$ cat config.mk
export PLATFORM = sky130hd
export DESIGN_NAME = aesv_key_stage
export DESIGN_NICKNAME = d
export VERILOG_FILES = /design/src/hdl/aesv_pkg.sv /design/src/hdl/aesv_key_stage.sv
export SDC_FILE = /design/constraint.sdc
export NUM_CORES = 1
export LEC_CHECK = 0
export ABC_CLOCK_PERIOD_IN_PS = 5800
export CORE_ASPECT_RATIO = 0.75
export CORE_MARGIN = 2
export CORE_UTILIZATION = 38
export DETAILED_ROUTE_END_ITERATION = 10
export DONT_BUFFER_PORTS = 1
export GPL_TIMING_DRIVEN = 1
export MAX_ROUTING_LAYER = met4
export PLACE_DENSITY = 0.56
export SLEW_MARGIN = 20
export SYNTH_ARGS = -nofsm -noshare
export SYNTH_HDL_FRONTEND = slang
export SYNTH_SLANG_ARGS = --single-unit
$ cat constraint.sdc
create_clock -name vclk -period 5.8
set_clock_uncertainty 0.1 [all_clocks]
set_input_delay 0.29 -clock vclk [all_inputs]
set_output_delay 0.29 -clock vclk [all_outputs]
set_load 0.005 [all_outputs]
$ cat src/hdl/aesv_pkg.sv
// ----------------------------------------------------------------------------
// aesv_pkg: shared types, constants and byte functions
// Payload structs, S-box tables and GF(2^8) helpers for the cipher pipeline.
// ----------------------------------------------------------------------------
package aesv_pkg;

    typedef struct packed {
        logic        opcode;
        logic [63:0] block_in_high;
        logic [63:0] block_in_low;
    } in_item_t;

    typedef struct packed {
        logic [63:0] block_out_high;
        logic [63:0] block_out_low;
    } out_item_t;

    localparam logic OP_ENCRYPT = 1'b0;
    localparam logic OP_DECRYPT = 1'b1;

    localparam logic [0:0] REG_KEY_HIGH = 1'b0;
    localparam logic [0:0] REG_KEY_LOW  = 1'b1;

    localparam int NUM_ROUNDS = 10;

    localparam logic [7:0] SBOX [256] = '{
        8'h63,8'h7c,8'h77,8'h7b,8'hf2,8'h6b,8'h6f,8'hc5,8'h30,8'h01,8'h67,8'h2b,8'hfe,8'hd7,8'hab,8'h76,
        8'hca,8'h82,8'hc9,8'h7d,8'hfa,8'h59,8'h47,8'hf0,8'had,8'hd4,8'ha2,8'haf,8'h9c,8'ha4,8'h72,8'hc0,
        8'hb7,8'hfd,8'h93,8'h26,8'h36,8'h3f,8'hf7,8'hcc,8'h34,8'ha5,8'he5,8'hf1,8'h71,8'hd8,8'h31,8'h15,
        8'h04,8'hc7,8'h23,8'hc3,8'h18,8'h96,8'h05,8'h9a,8'h07,8'h12,8'h80,8'he2,8'heb,8'h27,8'hb2,8'h75,
        8'h09,8'h83,8'h2c,8'h1a,8'h1b,8'h6e,8'h5a,8'ha0,8'h52,8'h3b,8'hd6,8'hb3,8'h29,8'he3,8'h2f,8'h84,
        8'h53,8'hd1,8'h00,8'hed,8'h20,8'hfc,8'hb1,8'h5b,8'h6a,8'hcb,8'hbe,8'h39,8'h4a,8'h4c,8'h58,8'hcf,
        8'hd0,8'hef,8'haa,8'hfb,8'h43,8'h4d,8'h33,8'h85,8'h45,8'hf9,8'h02,8'h7f,8'h50,8'h3c,8'h9f,8'ha8,
        8'h51,8'ha3,8'h40,8'h8f,8'h92,8'h9d,8'h38,8'hf5,8'hbc,8'hb6,8'hda,8'h21,8'h10,8'hff,8'hf3,8'hd2,
        8'hcd,8'h0c,8'h13,8'hec,8'h5f,8'h97,8'h44,8'h17,8'hc4,8'ha7,8'h7e,8'h3d,8'h64,8'h5d,8'h19,8'h73,
        8'h60,8'h81,8'h4f,8'hdc,8'h22,8'h2a,8'h90,8'h88,8'h46,8'hee,8'hb8,8'h14,8'hde,8'h5e,8'h0b,8'hdb,
        8'he0,8'h32,8'h3a,8'h0a,8'h49,8'h06,8'h24,8'h5c,8'hc2,8'hd3,8'hac,8'h62,8'h91,8'h95,8'he4,8'h79,
        8'he7,8'hc8,8'h37,8'h6d,8'h8d,8'hd5,8'h4e,8'ha9,8'h6c,8'h56,8'hf4,8'hea,8'h65,8'h7a,8'hae,8'h08,
        8'hba,8'h78,8'h25,8'h2e,8'h1c,8'ha6,8'hb4,8'hc6,8'he8,8'hdd,8'h74,8'h1f,8'h4b,8'hbd,8'h8b,8'h8a,
        8'h70,8'h3e,8'hb5,8'h66,8'h48,8'h03,8'hf6,8'h0e,8'h61,8'h35,8'h57,8'hb9,8'h86,8'hc1,8'h1d,8'h9e,
        8'he1,8'hf8,8'h98,8'h11,8'h69,8'hd9,8'h8e,8'h94,8'h9b,8'h1e,8'h87,8'he9,8'hce,8'h55,8'h28,8'hdf,
        8'h8c,8'ha1,8'h89,8'h0d,8'hbf,8'he6,8'h42,8'h68,8'h41,8'h99,8'h2d,8'h0f,8'hb0,8'h54,8'hbb,8'h16
    };

    localparam logic [7:0] INV_SBOX [256] = '{
        8'h52,8'h09,8'h6a,8'hd5,8'h30,8'h36,8'ha5,8'h38,8'hbf,8'h40,8'ha3,8'h9e,8'h81,8'hf3,8'hd7,8'hfb,
        8'h7c,8'he3,8'h39,8'h82,8'h9b,8'h2f,8'hff,8'h87,8'h34,8'h8e,8'h43,8'h44,8'hc4,8'hde,8'he9,8'hcb,
        8'h54,8'h7b,8'h94,8'h32,8'ha6,8'hc2,8'h23,8'h3d,8'hee,8'h4c,8'h95,8'h0b,8'h42,8'hfa,8'hc3,8'h4e,
        8'h08,8'h2e,8'ha1,8'h66,8'h28,8'hd9,8'h24,8'hb2,8'h76,8'h5b,8'ha2,8'h49,8'h6d,8'h8b,8'hd1,8'h25,
        8'h72,8'hf8,8'hf6,8'h64,8'h86,8'h68,8'h98,8'h16,8'hd4,8'ha4,8'h5c,8'hcc,8'h5d,8'h65,8'hb6,8'h92,
        8'h6c,8'h70,8'h48,8'h50,8'hfd,8'hed,8'hb9,8'hda,8'h5e,8'h15,8'h46,8'h57,8'ha7,8'h8d,8'h9d,8'h84,
        8'h90,8'hd8,8'hab,8'h00,8'h8c,8'hbc,8'hd3,8'h0a,8'hf7,8'he4,8'h58,8'h05,8'hb8,8'hb3,8'h45,8'h06,
        8'hd0,8'h2c,8'h1e,8'h8f,8'hca,8'h3f,8'h0f,8'h02,8'hc1,8'haf,8'hbd,8'h03,8'h01,8'h13,8'h8a,8'h6b,
        8'h3a,8'h91,8'h11,8'h41,8'h4f,8'h67,8'hdc,8'hea,8'h97,8'hf2,8'hcf,8'hce,8'hf0,8'hb4,8'he6,8'h73,
        8'h96,8'hac,8'h74,8'h22,8'he7,8'had,8'h35,8'h85,8'he2,8'hf9,8'h37,8'he8,8'h1c,8'h75,8'hdf,8'h6e,
        8'h47,8'hf1,8'h1a,8'h71,8'h1d,8'h29,8'hc5,8'h89,8'h6f,8'hb7,8'h62,8'h0e,8'haa,8'h18,8'hbe,8'h1b,
        8'hfc,8'h56,8'h3e,8'h4b,8'hc6,8'hd2,8'h79,8'h20,8'h9a,8'hdb,8'hc0,8'hfe,8'h78,8'hcd,8'h5a,8'hf4,
        8'h1f,8'hdd,8'ha8,8'h33,8'h88,8'h07,8'hc7,8'h31,8'hb1,8'h12,8'h10,8'h59,8'h27,8'h80,8'hec,8'h5f,
        8'h60,8'h51,8'h7f,8'ha9,8'h19,8'hb5,8'h4a,8'h0d,8'h2d,8'he5,8'h7a,8'h9f,8'h93,8'hc9,8'h9c,8'hef,
        8'ha0,8'he0,8'h3b,8'h4d,8'hae,8'h2a,8'hf5,8'hb0,8'hc8,8'heb,8'hbb,8'h3c,8'h83,8'h53,8'h99,8'h61,
        8'h17,8'h2b,8'h04,8'h7e,8'hba,8'h77,8'hd6,8'h26,8'he1,8'h69,8'h14,8'h63,8'h55,8'h21,8'h0c,8'h7d
    };

    localparam logic [7:0] RCON [11] = '{
        8'h00,8'h01,8'h02,8'h04,8'h08,8'h10,8'h20,8'h40,8'h80,8'h1b,8'h36
    };

    localparam logic [7:0] MIX_FWD [4] = '{8'd1, 8'd4, 8'd4, 8'd5};
    localparam logic [7:0] MIX_INV [4] = '{8'd165, 8'd7, 8'd26, 8'd115};

    function automatic logic [7:0] xtime(input logic [7:0] a);
        logic [7:0] r;
        r = {a[6:0], 1'b0} ^ (a[7] ? 8'h1b : 8'h00);
        return r;
    endfunction

    function automatic logic [7:0] gf_mul(input logic [7:0] a, input logic [7:0] b);
        logic [7:0] acc;
        logic [7:0] x;
        acc = 8'h00;
        x   = a;
        for (int i = 0; i < 8; i++)
        begin
            if (b[i])
            begin
                acc = acc ^ x;
            end
            x = xtime(x);
        end
        return acc;
    endfunction

    function automatic logic [7:0] sub_fwd(input logic [7:0] x);
        logic [7:0] idx;
        idx = xtime(x) ^ 8'h01;
        return SBOX[idx];
    endfunction

    function automatic logic [7:0] sub_inv(input logic [7:0] y);
        return gf_mul(INV_SBOX[y] ^ 8'h01, 8'd141);
    endfunction

    // byte i of a 128-bit state, byte 0 in the top bits
    function automatic logic [7:0] get_byte(input logic [127:0] s, input int i);
        return s[127 - 8 * i -: 8];
    endfunction

endpackage

$ cat src/hdl/aesv_key_stage.sv
// ----------------------------------------------------------------------------
// aesv_key_stage: one step of the key schedule
// Derives the next round key from the previous one with the given constant.
// ----------------------------------------------------------------------------
module aesv_key_stage (
    input  logic [127:0] key_prev,
    input  logic [7:0]   rcon,
    output logic [127:0] key_next
);

    logic [31:0] w [4];
    logic [31:0] t;
    logic [31:0] n [4];

    always_comb
    begin
        for (int i = 0; i < 4; i++)
        begin
            w[i] = key_prev[127 - 32 * i -: 32];
        end
        t = {aesv_pkg::SBOX[w[3][23:16]] ^ rcon, aesv_pkg::SBOX[w[3][15:8]],
             aesv_pkg::SBOX[w[3][7:0]], aesv_pkg::SBOX[w[3][31:24]]};
        n[0] = w[0] ^ t;
        n[1] = w[1] ^ n[0];
        n[2] = w[2] ^ n[1];
        n[3] = w[3] ^ n[2];
        key_next = {n[0], n[1], n[2], n[3]};
    end

endmodule

### Word level (Yosys, flattened, before mapping)

Memories as Yosys holds them, arrays and structs flattened.
Cells that the tools add are included.

| word-level totals | value |
|---|---|
| bits in latches | 0 |
| ROM bits | 8192 |
| output and inout port bits | 128 |
| bits in registers | 0 |
| memories kept | 4 |
| input port bits | 136 |
| bits in writable memories | 0 |

Memories:

| memory | depth | bits a word | rd ports | clocked after Yosys merged registers in | wr ports | RTL line | source |
|---|---|---|---|---|---|---|---|
| (name not given) | 256 | 8 | 1 | 0 | 0 | aesv_key_stage.sv:22 | `aesv_pkg::SBOX[w[3][7:0]], aesv_pkg::SBOX[w[3][31:24]]};` |
| (name not given) | 256 | 8 | 1 | 0 | 0 | aesv_key_stage.sv:22 |  |
| (name not given) | 256 | 8 | 1 | 0 | 0 | aesv_key_stage.sv:21 | `t = {aesv_pkg::SBOX[w[3][23:16]] ^ rcon, aesv_pkg::SBOX[w[3][15:8]],` |
| (name not given) | 256 | 8 | 1 | 0 | 0 | aesv_key_stage.sv:21 |  |

| operators by class | value |
|---|---|
| multiplexer cells | 8 |
| shifts and indexed selects | 0 |
| bitwise logic cells | 9 |
| reduce and logical (&&, ||, !) cells | 0 |
| order comparisons | 4 |
| $mul | 0 |
| add/sub/neg operators | 0 |
| equality and inequality tests | 0 |
| divide/modulo/power cells | 0 |

Operators by type and width:

| kind | number |
|---|---|
| $xor 32x32->32 | 4 |
| $mux 8 | 8 |
| $ge 9x9->1 const B | 4 |
| $not 8->9 | 4 |
| $xor 8x8->8 | 1 |

### Longest topological paths before layout

| logic depth | value |
|---|---|
| depth after elaboration | 9 |
| gate-level depth with buffers | 13 |
| depth with buffers taken out | 9 |

### Worst setup path before layout

OpenSTA, ideal clock, no wires.

| timing | value |
|---|---|
| path type | input-to-output |
| start | input key_prev[24] |
| end | output key_next[71] |
| required time | 5.410 ns |
| slack | 2.021 ns |
| cell stages on the path | 13 |
| data arrival time | 3.389 ns |
| path buffers | 4 |
| cell sequence | clkbuf_1 -> buf_1 -> inv_1 -> ha_1 -> buf_6 -> nor2b_1 -> buf_6 -> or2_0 -> mux4_2 -> mux4_2 -> mux2i_2 -> xor2_2 -> xnor2_1 |

| between the ends | value |
|---|---|
| longest elaborated chain between the ends | 6 |

RTL lines:

| element | RTL line | source |
|---|---|---|
| start: declaration | aesv_key_stage.sv:6 | `input logic [127:0] key_prev,` |
| $not 8->9 (not written as such) | aesv_key_stage.sv:22 |  |
| $mem_v2 256x8 | n/a |  |
| $mux 8 (not written as such) (2 in a row) | aesv_key_stage.sv:22 |  |
| $xor 32x32->32 | aesv_key_stage.sv:23 | `n[0] = w[0] ^ t;` |
| $xor 32x32->32 | aesv_key_stage.sv:24 | `n[1] = w[1] ^ n[0];` |
| end: declaration | aesv_key_stage.sv:8 | `output logic [127:0] key_next` |

No other way between the ends. The select of a mux whose other input is x is not followed.

### Worst setup path in the final report

| timing | value |
|---|---|
| start | input key_prev[16] |
| end | output key_next[26] |

| between the ends | value |
|---|---|
| longest elaborated chain between the ends | 9 |

RTL lines:

| element | RTL line | source |
|---|---|---|
| $not 8->9 (not written as such) | aesv_key_stage.sv:21 |  |
| $mem_v2 256x8 | n/a |  |
| $mux 8 (not written as such) (2 in a row) | aesv_key_stage.sv:21 |  |
| $xor 8x8->8 | aesv_key_stage.sv:21 |  |
| $xor 32x32->32 | aesv_key_stage.sv:23 |  |
| $xor 32x32->32 | aesv_key_stage.sv:24 |  |
| $xor 32x32->32 | aesv_key_stage.sv:25 | `n[2] = w[2] ^ n[1];` |
| named net key_next[58] | aesv_key_stage.sv:8 |  |
| $xor 32x32->32 | aesv_key_stage.sv:26 | `n[3] = w[3] ^ n[2];` |

The timed path passes the listed nets, and every way through them passes these cells. The select of a mux whose other input is x is not followed.

==> metrics list <==
- The run finished with clean final reports.
- The analysis attributes to cell leakage a power of 5.20 nW.
* Pins over their slew limit: 0
- The Yosys step of the flow raised 0 warnings.
* Required time at the endpoint of the critical path: 5.41 ns
- Global-route wire length before repair: 117,000 µm
- In the post-synthesis netlist, the biggest area contributors are sky130_fd_sc_hd__xnor2_1 (6.7%), sky130_fd_sc_hd__mux4_2 (6.5%), sky130_fd_sc_hd__ha_1 (4.7%), sky130_fd_sc_hd__o21ai_0 (4.3%), sky130_fd_sc_hd__a21oi_1 (4.2%).
- Number of remaining DRC errors: 0
- In this run, placement finished with an instance count of 2,604.
- Entering global routing, the biggest net connects 134 pins.
* Power Dens Cells: 106 nW/µm²
* Growth of design area from synthesis to finish: -3.63%
- Dividing the final minimum period by the clock period gives 0.720.
- In this run, post-CTS hold repair placed 0 buffers.
* Slew @ Worst Pin: 1.14 ns
- Via count normalized by instance count: 7.53
- Post-CTS timing repair inserted 0 buffers for setup.
* Max incr delay on CP: 0.84 ns
- Setup violations remaining at the end of the flow were counted as 0.
* Die H: 182 µm
* Iter 0 DRT Violations: 4,615
- Input/output buffers: 0
- The biggest area contributor in the post-synthesis netlist is sky130_fd_sc_hd__xnor2_1.
- The number of antenna diodes in the final layout is 0.
* Max stage delay cell, worst path: sky130_fd_sc_hd__ha_1
- I/O Pins: 264
* Crit path kind: in2out
- Cell class contributing the biggest share of worst-path delay: compound AO/OA/AOI/OAI gates
- The die covers 43,900 µm².
- In this run the horizontal extent of the chip is 241 µm.
- The worst-case IR drop observed on VDD is 0.0702 mV.
- The wire-length estimate of the detail-placed layout is 55,600 µm.
- The cell that appears most often on the critical path is sky130_fd_sc_hd__xnor2_1.
* Nature of the critical path endpoint: primary output
* Summed negative setup slack over all endpoints: 0 ns
- Buffers plus inverters on the worst setup path: 1
- The initial antenna violation count came to 0.
* Final ANT Viol Nets: 0
- In this run the standard cell core region covers 41,900 µm².
- Final Hold Viols: 0
- The share of synthesized area in the top cell type comes to 0.0672.
- Filler-free cell count of the finished design: 2,604
- Worst relative slew slack: 0.231
- Traced cell by cell, the critical path runs through clkinv_1 > ha_1 > nand2b_1 > a2111oi_0 > a211oi_1 > a221oi_1 > o32a_1 > xnor2_1 > xnor2_1.
- Across the run, the number of max-cap violations was 0.
- Initial core utilization: 0.383
- Average cell area after synthesis: 6.94 µm²
* Number of nets in the layout: 2,233
- Critical path fanouts, max: 33
* Area taken by flip-flops and latches: 0 µm²
- STA classifies the critical path startpoint as an input pin.
* Minimum clock period after layout: 4.18 ns
- The commonest cells after synthesis are sky130_fd_sc_hd__nand2_1 (152), sky130_fd_sc_hd__nor2_1 (142), sky130_fd_sc_hd__o21ai_0 (139), sky130_fd_sc_hd__a21oi_1 (134).
* Arrival time of the worst setup path: 3.79 ns
- Upper clock frequency limit: 239 MHz
- Synthesis instantiated 103 different standard cells from the library.
- FP Rows: 65
- Ratio of cells with drive above 1 in the final layout: 0.0654
* Worst hold-check path type: in2out
* Global Route Usage Sum: 0.356
- Vias in the first global route: 17,500
- For this run the aggregate overflow at the end of global routing stands at 0.
- The number of gates resized after CTS was 0.
- By instance count, the leading cell after synthesis is sky130_fd_sc_hd__nand2_1.
* Drt pass-1 iters: 7
* Final wirelength: 80,300 µm
- Seq cells: 0
- Sequential cell area fraction in the yosys report: 0
- DR WL/cell: 30.9 µm
* RSZ-0062 raised after global routing: false
- Summing every instance area after synthesis gives 16,000 µm².
- Synthesized instance count: 2,310
* Mapped Nets: 2,506
- The congestion estimate from routability-driven global placement came to 1.06.
- Count of clock buffers in the final design: 0
- Via count: 19,600
cells by family (layout without fill, tap and decap cells):
kind of cell / Yosys count / in the layout / share of synthesized area
AO/OA/AOI/OAI: 836 / 836 / 0.378
XOR/XNOR: 211 / 211 / 0.134
adder cells (fa/ha/maj): 60 / 60 / 0.0468
buffers and inverters: 340 / 65 / 0.0975
multiplexers: 91 / 91 / 0.0941
AND/OR/NAND/NOR: 772 / 772 / 0.250
cell type report:
class              instances  area [µm²]
repair buffers             7        52.6
well taps                569         712
fillers                 4502       26400
inverters                 58         218
multi-input cells       1970       14500
layout by cell type, fill, tap and decap left out, types with 49 or more instances in the layout:
cell type                  count
sky130_fd_sc_hd__nand2_1     152
sky130_fd_sc_hd__nor2_1      142
sky130_fd_sc_hd__o21ai_0     139
sky130_fd_sc_hd__a21oi_1     134
sky130_fd_sc_hd__xnor2_1     123
sky130_fd_sc_hd__nand2b_1     98
sky130_fd_sc_hd__nand3_1      81
sky130_fd_sc_hd__nor2b_1      74
sky130_fd_sc_hd__xor2_1       63
sky130_fd_sc_hd__nor3_1       63
sky130_fd_sc_hd__ha_1         60
sky130_fd_sc_hd__a31oi_1      54
sky130_fd_sc_hd__a211oi_1     49
sky130_fd_sc_hd__o211ai_1     49
per-stage QoR:
| step | power [mW] | hold WS, ns | utilization | setup WS, ns | area, µm² |
|---|---|---|---|---|---|
| final | 1.64 | 0.538 | 0.369 | 1.62 | 15500 |
| after global routing | 1.73 | 0.542 | 0.369 | 1.44 | 15500 |
| after CTS | 1.60 | 0.538 | 0.369 | 1.70 | 15500 |
| after detailed placement | 1.59 | 0.538 | 0.369 | 1.68 | 15500 |
| after global placement | 1.61 | 0.542 | 0.369 | 1.78 | 15500 |
| after floorplan | 1.32 | 0.535 | - | 2.02 | 16000 |
path summary, 6_finish.rpt:
kind / from / to / slack (ns) / cells after the start
min: key_prev[101] / key_next[101] / 0.54 / 1
max: key_prev[16] / key_next[26] / 1.62 / 9
routing by layer:
layer,track usage,share of wire,up-vias
met5,-,0,-
li1,-,-,8245
met1,0.487,0.39,9275
met4,0.105,0.041,0
met3,0.0791,0.14,264
met2,0.517,0.42,1815
where the power goes:
group,total [mW],switching [mW],internal (mW)
clock,0,0,0
combinational,1.64,1.00,0.642
sequential,0,0,0
No activity file was read; power rests on OpenSTA's default activity.
